===== src/dqsa_pkg.sv =====
// ----------------------------------------------------------------------------
// dqsa_pkg
// Shared codes and controller/datapath interface types for the deque block.
// ----------------------------------------------------------------------------
package dqsa_pkg;

	localparam int FUNC_W = 3;
	localparam int DATA_W = 32;
	localparam int STAT_W = 2;
	localparam int RSEL_W = 3;

	// operation codes
	localparam logic [FUNC_W-1:0] FN_PUSH_BACK = 3'd0;
	localparam logic [FUNC_W-1:0] FN_POP_FRONT = 3'd1;
	localparam logic [FUNC_W-1:0] FN_POP_BACK  = 3'd2;
	localparam logic [FUNC_W-1:0] FN_SEARCH    = 3'd3;
	localparam logic [FUNC_W-1:0] FN_SIZE      = 3'd4;
	localparam logic [FUNC_W-1:0] FN_AVERAGE   = 3'd5;

	// result status codes
	localparam logic [STAT_W-1:0] ST_OK        = 2'd0;
	localparam logic [STAT_W-1:0] ST_EMPTY     = 2'd1;
	localparam logic [STAT_W-1:0] ST_NOT_FOUND = 2'd2;
	localparam logic [STAT_W-1:0] ST_FULL      = 2'd3;

	// result selection
	localparam logic [RSEL_W-1:0] RES_ZERO  = 3'd0;
	localparam logic [RSEL_W-1:0] RES_EMPTY = 3'd1;
	localparam logic [RSEL_W-1:0] RES_FULL  = 3'd2;
	localparam logic [RSEL_W-1:0] RES_MISS  = 3'd3;
	localparam logic [RSEL_W-1:0] RES_SIZE  = 3'd4;
	localparam logic [RSEL_W-1:0] RES_POS   = 3'd5;
	localparam logic [RSEL_W-1:0] RES_AVG   = 3'd6;

	typedef struct packed {
		logic              latch;
		logic              push;
		logic              rd_front;
		logic              rd_back;
		logic              pop_front;
		logic              pop_back;
		logic              srch_init;
		logic              srch_step;
		logic              div_start;
		logic              res_load;
		logic [RSEL_W-1:0] res_sel;
	} dqsa_cmd_t;

	typedef struct packed {
		logic [FUNC_W-1:0] func;
		logic              empty;
		logic              full;
		logic              match;
		logic              last;
		logic              div_done;
	} dqsa_stat_t;

endpackage


===== src/dqsa_ctrl.sv =====
// ----------------------------------------------------------------------------
// dqsa_ctrl
// Operation sequencer: decodes each word and steers the datapath.
// ----------------------------------------------------------------------------
module dqsa_ctrl (
	input  logic                   clk,
	input  logic                   arst_n,
	input  logic                   start,
	input  dqsa_pkg::dqsa_stat_t   stat,
	output dqsa_pkg::dqsa_cmd_t    cmd,
	output logic                   busy
);
	import dqsa_pkg::*;

	localparam logic [2:0] S_IDLE = 3'd0;
	localparam logic [2:0] S_EXEC = 3'd1;
	localparam logic [2:0] S_POP  = 3'd2;
	localparam logic [2:0] S_SRCH = 3'd3;
	localparam logic [2:0] S_DIV  = 3'd4;

	logic [2:0] state_q;
	logic [2:0] state_d;

	always_comb begin
		cmd     = '0;
		state_d = state_q;
		case (state_q)
			S_IDLE: begin
				cmd.latch = start;
				if (start) state_d = S_EXEC;
			end
			S_EXEC: begin
				cmd.res_load = 1'b1;
				state_d      = S_IDLE;
				case (stat.func)
					FN_PUSH_BACK: begin
						if (stat.full) begin
							cmd.res_sel = RES_FULL;
						end else begin
							cmd.push    = 1'b1;
							cmd.res_sel = RES_ZERO;
						end
					end
					FN_POP_FRONT, FN_POP_BACK: begin
						if (stat.empty) begin
							cmd.res_sel = RES_EMPTY;
						end else begin
							cmd.res_load = 1'b0;
							cmd.rd_front = (stat.func == FN_POP_FRONT);
							cmd.rd_back  = (stat.func == FN_POP_BACK);
							state_d      = S_POP;
						end
					end
					FN_SEARCH: begin
						if (stat.empty) begin
							cmd.res_sel = RES_MISS;
						end else begin
							cmd.res_load  = 1'b0;
							cmd.srch_init = 1'b1;
							state_d       = S_SRCH;
						end
					end
					FN_SIZE: cmd.res_sel = RES_SIZE;
					FN_AVERAGE: begin
						if (stat.empty) begin
							cmd.res_sel = RES_EMPTY;
						end else begin
							cmd.res_load  = 1'b0;
							cmd.div_start = 1'b1;
							state_d       = S_DIV;
						end
					end
					default: cmd.res_sel = RES_ZERO;
				endcase
			end
			S_POP: begin
				cmd.pop_front = (stat.func == FN_POP_FRONT);
				cmd.pop_back  = (stat.func != FN_POP_FRONT);
				cmd.res_load  = 1'b1;
				cmd.res_sel   = RES_ZERO;
				state_d       = S_IDLE;
			end
			S_SRCH: begin
				if (stat.match) begin
					cmd.res_load = 1'b1;
					cmd.res_sel  = RES_POS;
					state_d      = S_IDLE;
				end else if (stat.last) begin
					cmd.res_load = 1'b1;
					cmd.res_sel  = RES_MISS;
					state_d      = S_IDLE;
				end else begin
					cmd.srch_step = 1'b1;
				end
			end
			S_DIV: begin
				if (stat.div_done) begin
					cmd.res_load = 1'b1;
					cmd.res_sel  = RES_AVG;
					state_d      = S_IDLE;
				end
			end
			default: state_d = S_IDLE;
		endcase
	end

	always_ff @(posedge clk or negedge arst_n) begin
		if (!arst_n) begin
			state_q <= S_IDLE;
		end else begin
			state_q <= state_d;
		end
	end

	assign busy = (state_q != S_IDLE);

endmodule


===== config.mk =====
export PLATFORM = sky130hd
export DESIGN_NAME = dqsa_ctrl
export DESIGN_NICKNAME = d
export VERILOG_FILES = /design/src/dqsa_pkg.sv /design/src/dqsa_ctrl.sv
export SDC_FILE = /design/constraint.sdc
export NUM_CORES = 1
export LEC_CHECK = 0
export ABC_AREA = 1
export ABC_CLOCK_PERIOD_IN_PS = 3550
export BUFFER_PORTS_ARGS = -buffer_cell sky130_fd_sc_hd__buf_4
export CELL_PAD_IN_SITES_DETAIL_PLACEMENT = 0
export CELL_PAD_IN_SITES_GLOBAL_PLACEMENT = 1
export CORE_MARGIN = 2
export CORE_UTILIZATION = 28
export CTS_BUF_LIST = sky130_fd_sc_hd__clkbuf_4
export DETAILED_ROUTE_END_ITERATION = 8
export PLACE_DENSITY = 0.83
export SYNTH_ARGS = -nofsm -noshare
export SYNTH_HDL_FRONTEND = slang
export SYNTH_SLANG_ARGS = --single-unit

===== constraint.sdc =====
create_clock -name clk -period 3.55 [get_ports clk]
set_clock_uncertainty 0.2 [all_clocks]
set_input_delay 0.1775 -clock clk [delete_from_list [all_inputs] [get_ports clk]]
set_output_delay 0.1775 -clock clk [all_outputs]
set_load 0.005 [all_outputs]

==> results of run 1 <==
==> worst max-delay path: cells and delay by family (launching register included) <==
kind	cells	cell delay, ns
simple gates	4	0.59
buf+inv	2	0.15
flops	1	0.42
==> layout make-up <==
cell class                      count  area (um^2)  area share (%)
Timing Repair Buffer               26        200.2           31.75
Sequential cell                     3        75.07           11.90
Multi-Input combinational cell     54        265.3           42.06
Tap cell                           15        18.77           2.976
Inverter                           11        41.29           6.548
Clock buffer                        4        30.03           4.762
==> power by group through the flow <==
stage               clock network [uW]  logic [uW]  registers, uW
detailed placement                   0         146           50.9
finish                            68.6         145           50.3
global route                      72.2         163           51.0
global placement                     0         145           50.6
floorplan                            0        81.4           49.5
CTS                               68.3         148           50.4
==> through the flow <==
step | worst slack (ns) | total power (uW) | utilization [%]
after floorplan | 2.198 | 130.9 | -
after global placement | 2.037 | 195.4 | 45.18
after detailed placement | 2.011 | 196.6 | 45.18
after CTS | 1.760 | 266.6 | 49.08
after global routing | 1.635 | 286.6 | 49.08
final | 1.768 | 264.3 | 49.08
==> logic make-up (layout without fill, tap and decap cells) <==
logic type | after synthesis | in the layout | share of synthesized area [%]
AOI/OAI and AO/OA | 7 | 7 | 11.14
buffers and inverters | 11 | 41 | 10.82
DFF | 3 | 3 | 19.67
and+or+nand+nor | 47 | 47 | 58.36
==> timing repair <==
item | 4_1_cts | 5_1_grt
setup endpoints to repair | 0 | 0
hold buffers | 2 | 0
gates resized for setup | 0 | 0
hold endpoints to repair | 4 | 0
==> cells in the final DEF, fill, tap and decap left out <==
| cell | instances |
|---|---|
| buf_4 | 24 |
| nand2_1 | 16 |
| nor2_1 | 12 |
| nand3_1 | 12 |
| inv_1 | 11 |
| clkbuf_4 | 4 |
| o21ai_1 | 3 |
| o21ai_0 | 3 |
| dfrtp_1 | 3 |
| nand2_2 | 2 |
| dlygate4sd3_1 | 2 |
| nor3_4 | 1 |
| nor2_2 | 1 |
| nand3b_1 | 1 |
| nor3_2 | 1 |
| nor3_1 | 1 |
| o22ai_2 | 1 |
==> metal layers <==
metal | vias up | global-route usage, % | part of all wire [%]
met5 | - | 0 | 0
met4 | 0 | 7.500 | 1.1
met3 | 2 | 3.261 | 7.9
met2 | 19 | 22.66 | 44
met1 | 221 | 17.26 | 46
li1 | 277 | - | -
==> path summary, 6_finish.rpt <==
kind,to,slack [ns],startpoint,cells past startpoint
worst max-delay path,cmd[3],1.77,state_q[1]$_DFFE_PN0P_,6
worst min-delay path,state_q[1]$_DFFE_PN0P_,0.06,stat[1],4
worst min register to register,state_q[2]$_DFFE_PN0P_,0.46,state_q[0]$_DFFE_PN0P_,3
worst max register to register,state_q[0]$_DFFE_PN0P_,2.15,state_q[1]$_DFFE_PN0P_,6
max in group asynchronous,state_q[2]$_DFFE_PN0P_,2.99,arst_n,2
min in group asynchronous,state_q[1]$_DFFE_PN0P_,0.07,arst_n,2
==> results.sh, run 1 <==
export IMPL_hold_path_class="in2reg"
export IMPL_place_gp_congestion=0.7416
export IMPL_htreeDepth=1
export IMPL_setup_viol=0
export IMPL_max_stage_delay_ns=0.42
export IMPL_yosysUniqueCellTypes=14
export IMPL_final_layout_size_suffix_gt1_share_pct=34.69
export IMPL_largest_register="state_q"
export IMPL_clkTransAtPathRegs_ns=0.04
export IMPL_fin_tns_setup_ns=0
export IMPL_port_buffers=24
export IMPL_grt_max_degree=9
export IMPL_rsz0062_at_grt="false"
export IMPL_ir_drop_mv=0.2214
export IMPL_final_nets=110
export IMPL_root_buffer="clkbuf_4"
export IMPL_worst_hold_slack_ns=0.05717
export IMPL_power_frac_comb_pct=55.0
export IMPL_synth_area_leader_cell="dfrtp_1"
export IMPL_routedWlPerCell_um=9.345
export IMPL_grt_pass1_wl_um=1504
export IMPL_swShare_pct=39.72
export IMPL_synth_top_area_share_pct=19.67
export IMPL_cts_buffer_depth=2
export IMPL_critPathSlowestCell="dfrtp_1"
export IMPL_netlist_area_um2=381.6
export IMPL_postSynthNetCount=79
export IMPL_placed_cell_area_um2=580.6
export IMPL_p_clk_share_pct=25.9
export IMPL_cp_required_ns=3.17
export IMPL_path_common_cell="nand3_1"
export IMPL_synthArstFlopShare_pct=100.0
export IMPL_fin_crit_sh_pct=50.18
export IMPL_fillers=133
export IMPL_fmax_ghz=0.5613
export IMPL_worst_ep_arrival_time_ns=1.40
export IMPL_cts_setup_buffers=0
export IMPL_crit_chain="nor2_1 -> nand3_1 -> nand2_1 -> inv_1 -> nand3_1 -> buf_4"
export IMPL_dp_hpwl_um=863
export IMPL_pwr_share_seq_pct=19.0
export IMPL_cellInternalPower_uw=159.4
export IMPL_startpoint_type="register"
export IMPL_fin_area_um2=630.6
export IMPL_fin_crit_ns=1.782
export IMPL_synth_common_cells="nand2_1 (16), nand3_1 (12), nor2_1 (12), inv_1 (11)"
export IMPL_criticalPathCategory="reg2out"
export IMPL_drc=0
export IMPL_cellLeakagePower_uw=0.0003560
export IMPL_drv_slew=0
export IMPL_synth_seq_cells=3
export IMPL_vias_per_cell=4.593
export IMPL_synthFlopType="dfrtp_1"
export IMPL_seq_area_frac_synth_pct=19.67
export IMPL_via_count=519
export IMPL_reg_top3="state_q (3)"
export IMPL_initial_core_util_pct=29.70
export IMPL_synth_most_common_cell="nand2_1"
export IMPL_clk_latency_ns=0.24
export IMPL_grt_use_total_pct=14.14
export IMPL_layoutNonFillerInstCount=113
export IMPL_io_pins=25
export IMPL_cts_tree="done"
export IMPL_relSlewSlack_pct=79.77
export IMPL_yosys_top_cells_area="dfrtp_1 (20%), nand3_1 (16%), nand2_1 (16%)"
export IMPL_tightest_slew_ns=0.3025
export IMPL_maxCapViolCount=0
export IMPL_dieWidth_um=40.92
export IMPL_synth_edf_count=0
export IMPL_drt_iter0_markers=20
export IMPL_antennaDiodeCount=0
export IMPL_p_sw_uw=105.0
export IMPL_power_density_nw_per_um2=419.2
export IMPL_firstDrtPassIters=4
export IMPL_core_area_um2=1285
export IMPL_crit_path_end_kind="output port"
export IMPL_rows=13
export IMPL_yosysWarnings=0
export IMPL_die_area_um2=1674
export IMPL_dp_cells=107
export IMPL_cts_sinks=3
export IMPL_wl_um=1056
export IMPL_grt_pass1_vias=366
export IMPL_ant_nets=0
export IMPL_synth_avg_cell_area_um2=5.612
export IMPL_cp_max_fo=4
export IMPL_die_h_um=40.92
export IMPL_cts_buffers=3
export IMPL_largest_register_ff_count=3
export IMPL_status="complete, no violations"
export IMPL_antenna_found_initial=0
export IMPL_netlist_instances=68
export IMPL_synthToLayoutAreaGrowth_pct=65.25
export IMPL_hold_violations=0
export IMPL_grt_ovfl_total=0
Note: power is estimated with default switching activity, not from simulation.
==> inputs of run 2 (changes only) <==
- ABC_CLOCK_PERIOD_IN_PS: 3550 -> 1500
- CORE_ASPECT_RATIO: unset -> 1.25
- CORE_UTILIZATION: 28 -> 23
- PLACE_DENSITY: 0.83 -> 0.73
- clock period: 3.55 -> 1.5 ns (I/O delays scaled with it)
==> run 2 against run 1 <==
  * Combinational power grew to 4.0 times the previous value
  * Setup slack worse by 1.9 ns
  * Critical endpoint is now cmd[11]
  * Critical path depth is 1 lower
  * Wire length is 34% higher
  * Clock power is 140% higher
  * Largest cell class unchanged
  * Sequential cell count stayed put
  * Critical path type unchanged
  * The flow now finishes with violations (negative setup slack)
  * Cell count is 14% higher
  * Via count is 17% higher
  * Cell area is 33% higher
==> results.sh, run 2 (synthesis gave the netlist of run 1 again) <==
export IMPL_vias_per_cell=4.698
export IMPL_wl_um=1416
export IMPL_grt_max_degree=8
export IMPL_worst_ep_arrival_time_ns=1.34
export IMPL_rows=16
export IMPL_clk_latency_ns=0.24
export IMPL_critPathSlowestCell="dfrtp_1"
export IMPL_die_h_um=49.54
export IMPL_root_buffer="clkbuf_4"
export IMPL_max_stage_delay_ns=0.42
export IMPL_tightest_slew_ns=0.3346
export IMPL_cts_buffers=3
export IMPL_crit_chain="nor3_4 -> buf_6 -> nand3_2 -> nor2_2 -> buf_4"
export IMPL_port_buffers=24
export IMPL_grt_pass1_vias=498
export IMPL_gr_usage_met2_pct=22.75
export IMPL_cellLeakagePower_uw=0.0004402
export IMPL_fin_crit_ns=1.614
export IMPL_violations="negative setup slack"
export IMPL_startpoint_type="register"
export IMPL_cts_tree="done"
export IMPL_reg_top3="state_q (3)"
export IMPL_via_count=606
export IMPL_final_nets=123
export IMPL_crit_path_end_kind="output port"
export IMPL_antennaDiodeCount=0
export IMPL_clkTransAtPathRegs_ns=0.03
export IMPL_busiest_layer="met2"
export IMPL_cp_buffers_inverters=2
export IMPL_drt_iter0_markers=3
export IMPL_core_area_um2=1562
export IMPL_cp_max_fo=7
export IMPL_dieWidth_um=40.43
export IMPL_layout_common_cells="buf_4 (27), nand2_1 (14), nor2_1 (9), inv_1 (9), dlygate4sd3_1 (7)"
export IMPL_grt_use_met1_pct=15.08
export IMPL_cts_sinks=3
export IMPL_die_area_um2=2003
export IMPL_grt_met3_usage_pct=4.054
export IMPL_final_common_cell="buf_4"
export IMPL_htreeDepth=1
export IMPL_fin_crit_sh_pct=107.6
export IMPL_hold_path_class="in2reg"
export IMPL_status="complete, but fails checks"
export IMPL_largest_register_ff_count=3
export IMPL_initial_core_util_pct=24.44
export IMPL_placed_cell_area_um2=591.8
export IMPL_cp_required_ns=1.22
export IMPL_synthToLayoutAreaGrowth_pct=119.0
export IMPL_grt_use_total_pct=13.29
export IMPL_drc=0
export IMPL_ir_drop_mv=0.5749
export IMPL_final_layout_size_suffix_gt1_share_pct=51.35
export IMPL_dp_hpwl_um=958.6
export IMPL_grt_ovfl_total=0
export IMPL_rsz0062_at_grt="true"
export IMPL_criticalPathCategory="reg2out"
export IMPL_firstDrtPassIters=4
export IMPL_layoutNonFillerInstCount=129
export IMPL_cp_top_family="flip-flops"
export IMPL_ant_nets=0
export IMPL_maxCapViolCount=0
export IMPL_hold_violations=0
export IMPL_antenna_found_initial=0
export IMPL_drv_slew=0
export IMPL_dp_cells=111
export IMPL_cts_buffer_depth=2
export IMPL_relSlewSlack_pct=77.61
export IMPL_largest_register="state_q"
export IMPL_worst_slack_ns=-0.1137
export IMPL_power_density_nw_per_um2=1045
export IMPL_setup_viol=8
export IMPL_io_pins=25
export IMPL_grt_pass1_wl_um=1883
export IMPL_fmax_ghz=0.6197
export IMPL_place_gp_congestion=0.6869
export IMPL_routedWlPerCell_um=10.98
export IMPL_fin_area_um2=835.8
export IMPL_fillers=167
run 2: cell types whose count changed in the layout (fill, tap and decap cells not counted), moves of 3 or more:
| cell | delta |
|---|---|
| nand3_2 | +5 |
| nand3_1 | -6 |
| buf_6 | +5 |
| nor2_1 | -3 |
| buf_4 | +3 |
| dlygate4sd3_1 | +5 |
run 2: worst register-to-register path: cells and delay by family, from the launching register on:
kind | cells | cell delay, ns
flops | 1 | 0.38
simple gates | 7 | 0.47
buf+inv | 2 | 0.27
run 2: what timing repair did:
item                                   4_1_cts  5_1_grt
gates resized for setup                     10       17
hold buffers                                 7        0
setup endpoints to repair                   12       14
endpoints found under the hold margin        6        0
buffers inserted                             5        2
gates cloned                                 0        0
pin swaps                                    3        7
run 2: metal layers:
metal / up-vias / part of all wire (%)
met5: - / 0
met3: 2 / 4.7
met4: 0 / 0.99
met1: 283 / 35
met2: 16 / 59
li1: 305 / -
run 2: final timing paths:
kind	startpoint	end	slack, ns	depth (start not counted)
worst max-delay path	state_q[2]$_DFFE_PN0P_	cmd[11]	-0.11	5
worst min-delay path	stat[5]	state_q[2]$_DFFE_PN0P_	0.03	3
worst max register to register	state_q[0]$_DFFE_PN0P_	state_q[0]$_DFFE_PN0P_	0.07	9
worst min register to register	state_q[1]$_DFFE_PN0P_	state_q[1]$_DFFE_PN0P_	0.56	4
max in group asynchronous	arst_n	state_q[1]$_DFFE_PN0P_	0.42	3
min in group asynchronous	arst_n	state_q[0]$_DFFE_PN0P_	0.52	3
run 2: per-stage QoR:
stage	util (%)	TNS, ns	hold slack [ns]	setup WS (ns)	power, uW
after floorplan	-	0	-0.4206	0.2502	309.8
after global placement	37.90	0	-0.3338	0.1016	465.5
after detailed placement	37.90	0	-0.3339	0.07189	468.5
after CTS	48.32	-0.5792	0.01856	-0.09762	766.6
after global routing	53.53	-1.246	0.03673	-0.1833	933.7
final	53.53	-0.5796	0.02735	-0.1137	873.3
run 2: report_power, final:
part / total [uW] / internal (uW) / switching (uW)
Clock: 163 / 118 / 44.7
Sequential: 125 / 101 / 23.8
Combinational: 586 / 311 / 275
run 2: layout make-up:
cell class,count,area [um^2],area share (%)
inverter,11,43.79,5.240
tap,18,22.52,2.695
sequential,3,76.32,9.132
clock buffer,4,30.03,3.593
multi-input combinational,54,334.1,39.97
timing repair buffer,39,329.1,39.37
==> inputs of run 3 (changes only) <==
- PLACE_DENSITY: 0.73 -> unset
- PLACE_DENSITY_LB_ADDON: unset -> 0.08
==> run 3 against run 2 <==
  * The run still ends with negative setup slack left
  * Total power shrank 4.4%
  * Clock power is essentially flat
  * Critical endpoint is now cmd[0]
  * Largest power group unchanged
  * Clock-buffer cell count is the same
  * Non-clock buffer count shrank 1
  * Cell count shrank 0.78%
  * Critical path depth is the same
  * Highest routed layer unchanged
==> results.sh, run 3 (synthesis gave the netlist of run 1 again) <==
export IMPL_status="complete, but fails checks"
export IMPL_violations="negative setup slack"
export IMPL_cp_depth=5
export IMPL_routedWlPerCell_um=10.13
export IMPL_dieWidth_um=40.43
export IMPL_power_density_nw_per_um2=1041
export IMPL_placed_cell_area_um2=591.8
export IMPL_grt_use_total_pct=14.14
export IMPL_ant_nets=0
export IMPL_drc=0
export IMPL_reg_top3="state_q (3)"
export IMPL_clkTransAtPathRegs_ns=0.04
export IMPL_cts_tree="done"
export IMPL_synthToLayoutAreaGrowth_pct=110.2
export IMPL_crit_path_end="cmd[0]"
export IMPL_relSlewSlack_pct=77.86
export IMPL_htreeDepth=1
export IMPL_layoutNonFillerInstCount=128
export IMPL_rows=16
export IMPL_cp_required_ns=1.22
export IMPL_root_buffer="clkbuf_4"
export IMPL_criticalPathCategory="reg2out"
export IMPL_drt_iter0_markers=16
export IMPL_grt_max_degree=7
export IMPL_antennaDiodeCount=0
export IMPL_pwr_share_seq_pct=15.2
export IMPL_rsz0062_at_grt="true"
export IMPL_io_pins=25
export IMPL_die_area_um2=2003
export IMPL_firstDrtPassIters=4
export IMPL_via_count=587
export IMPL_fin_crit_ns=1.659
export IMPL_max_stage_delay_ns=0.44
export IMPL_critPathSlowestCell="dfrtp_2"
export IMPL_cp_max_fo=4
export IMPL_final_nets=122
export IMPL_p_clk_share_pct=19.7
export IMPL_initial_core_util_pct=24.44
export IMPL_startpoint_type="register"
export IMPL_rr_worst_depth=7
export IMPL_grt_pass1_wl_um=2090
export IMPL_final_layout_size_suffix_gt1_share_pct=49.09
export IMPL_regToRegSetupSlack_ns=0.04
export IMPL_dp_cells=111
export IMPL_port_buffers=24
export IMPL_place_gp_congestion=0.6994
export IMPL_cts_buffer_depth=2
export IMPL_largest_register_ff_count=3
export IMPL_cts_buffers=3
export IMPL_worst_hold_slack_ns=0.008914
export IMPL_drv_slew=0
export IMPL_layout_common_cells="buf_4 (26), nand2_1 (12), nor2_1 (11)"
export IMPL_power_frac_comb_pct=65.1
export IMPL_cp_top_family="flip-flops"
export IMPL_vias_per_cell=4.586
export IMPL_setup_viol=10
export IMPL_crit_chain="nor3_4 -> buf_6 -> nand2_2 -> o21ai_2 -> buf_4"
export IMPL_core_area_um2=1562
export IMPL_cts_sinks=3
export IMPL_tightest_slew_ns=0.3296
export IMPL_clk_latency_ns=0.24
export IMPL_hold_violations=0
export IMPL_grt_pass1_vias=554
export IMPL_p_sw_uw=323.0
export IMPL_dp_hpwl_um=950.8
export IMPL_swShare_pct=38.68
export IMPL_cellLeakagePower_uw=0.0004348
export IMPL_crit_start="state_q[1]$_DFFE_PN0P_"
export IMPL_largest_register="state_q"
export IMPL_grt_ovfl_total=0
export IMPL_cellInternalPower_uw=512.0
export IMPL_place_ws_ns=0.03777
export IMPL_fin_area_um2=802.0
export IMPL_die_h_um=49.54
export IMPL_crit_path_end_kind="output port"
export IMPL_wl_um=1297
export IMPL_maxCapViolCount=0
export IMPL_worst_ep_arrival_time_ns=1.38
export IMPL_worst_slack_ns=-0.1593
export IMPL_r2r_end="state_q[0]$_DFFE_PN0P_"
export IMPL_fmax_ghz=0.6027
export IMPL_antenna_found_initial=0
export IMPL_ir_drop_mv=0.4141
export IMPL_final_common_cell="buf_4"
export IMPL_hold_path_class="in2reg"
export IMPL_fin_crit_sh_pct=110.6
export IMPL_r2r_start="state_q[1]$_DFFE_PN0P_"
export IMPL_cp_buffers_inverters=2
run 3: cell count changes in the layout (fill, tap and decap cells not counted), sizes merged:
cell and delta:
buf -1
run 3: timing repair:
item                                    in CTS  in global routing
endpoints found under the setup margin      12                 15
resized for setup                            9                 13
cloned                                       0                  0
setup buffers                                5                  1
endpoints found under the hold margin        6                  0
pin swaps                                    5                  7
hold buffers                                 7                  0
run 3: cell type report:
| class | count | area, um^2 |
|---|---|---|
| clock buffers | 4 | 30.03 |
| fillers | 169 | 759.5 |
| inverters | 11 | 41.29 |
| multi-input cells | 54 | 310.3 |
| flip-flops and latches | 3 | 76.32 |
| well taps | 18 | 22.52 |
| repair buffers | 38 | 321.6 |
run 3: how the worst min path moves through the flow:
| stage | to | startpoint | cells past startpoint | slack (ns) |
|---|---|---|---|---|
| 2_1_floorplan | state_q[0]$_DFFE_PN0P_ | arst_n | 0 | -0.42 |
| 3_3_place_gp | state_q[0]$_DFFE_PN0P_ | arst_n | 1 | -0.33 |
| 3_5_place_dp | state_q[0]$_DFFE_PN0P_ | arst_n | 1 | -0.33 |
| 4_1_cts | state_q[2]$_DFFE_PN0P_ | stat[5] | 3 | 0.002 |
| 5_1_grt | state_q[2]$_DFFE_PN0P_ | stat[5] | 3 | 0.04 |
| 6_report | state_q[2]$_DFFE_PN0P_ | stat[5] | 3 | 0.009 |
run 3: per-stage QoR:
step                setup TNS (ns)  total power [uW]  util, %
finish                      -1.054             835.1    51.36
global route                -1.832             897.2    51.36
detailed placement               0             487.3    37.90
CTS                        -0.9438             780.7    47.76
global placement                 0             488.3    37.90
floorplan                        0             309.8        -
run 3: worst register-to-register path: stages (launching register included):
cell     delay [ns]
dfrtp_2        0.44
nor3_4         0.28
buf_6          0.16
nand2_4        0.06
buf_6          0.13
nand2_2        0.04
nand2_1        0.04
nand2_1        0.05
run 3: power by group through the flow:
stage | Clock (uW) | Sequential, uW | Combinational [uW]
after CTS | 170 | 126 | 484
after global routing | 176 | 130 | 592
final | 165 | 127 | 544
after floorplan | 0 | 117 | 193
after detailed placement | 0 | 120 | 367
after global placement | 0 | 121 | 368
run 3: metal layers:
layer	track usage (%)	share of wire, %
met1	16.99	40
met2	24.34	56
met3	2.703	3.6
met4	3.333	0.54
met5	0	0
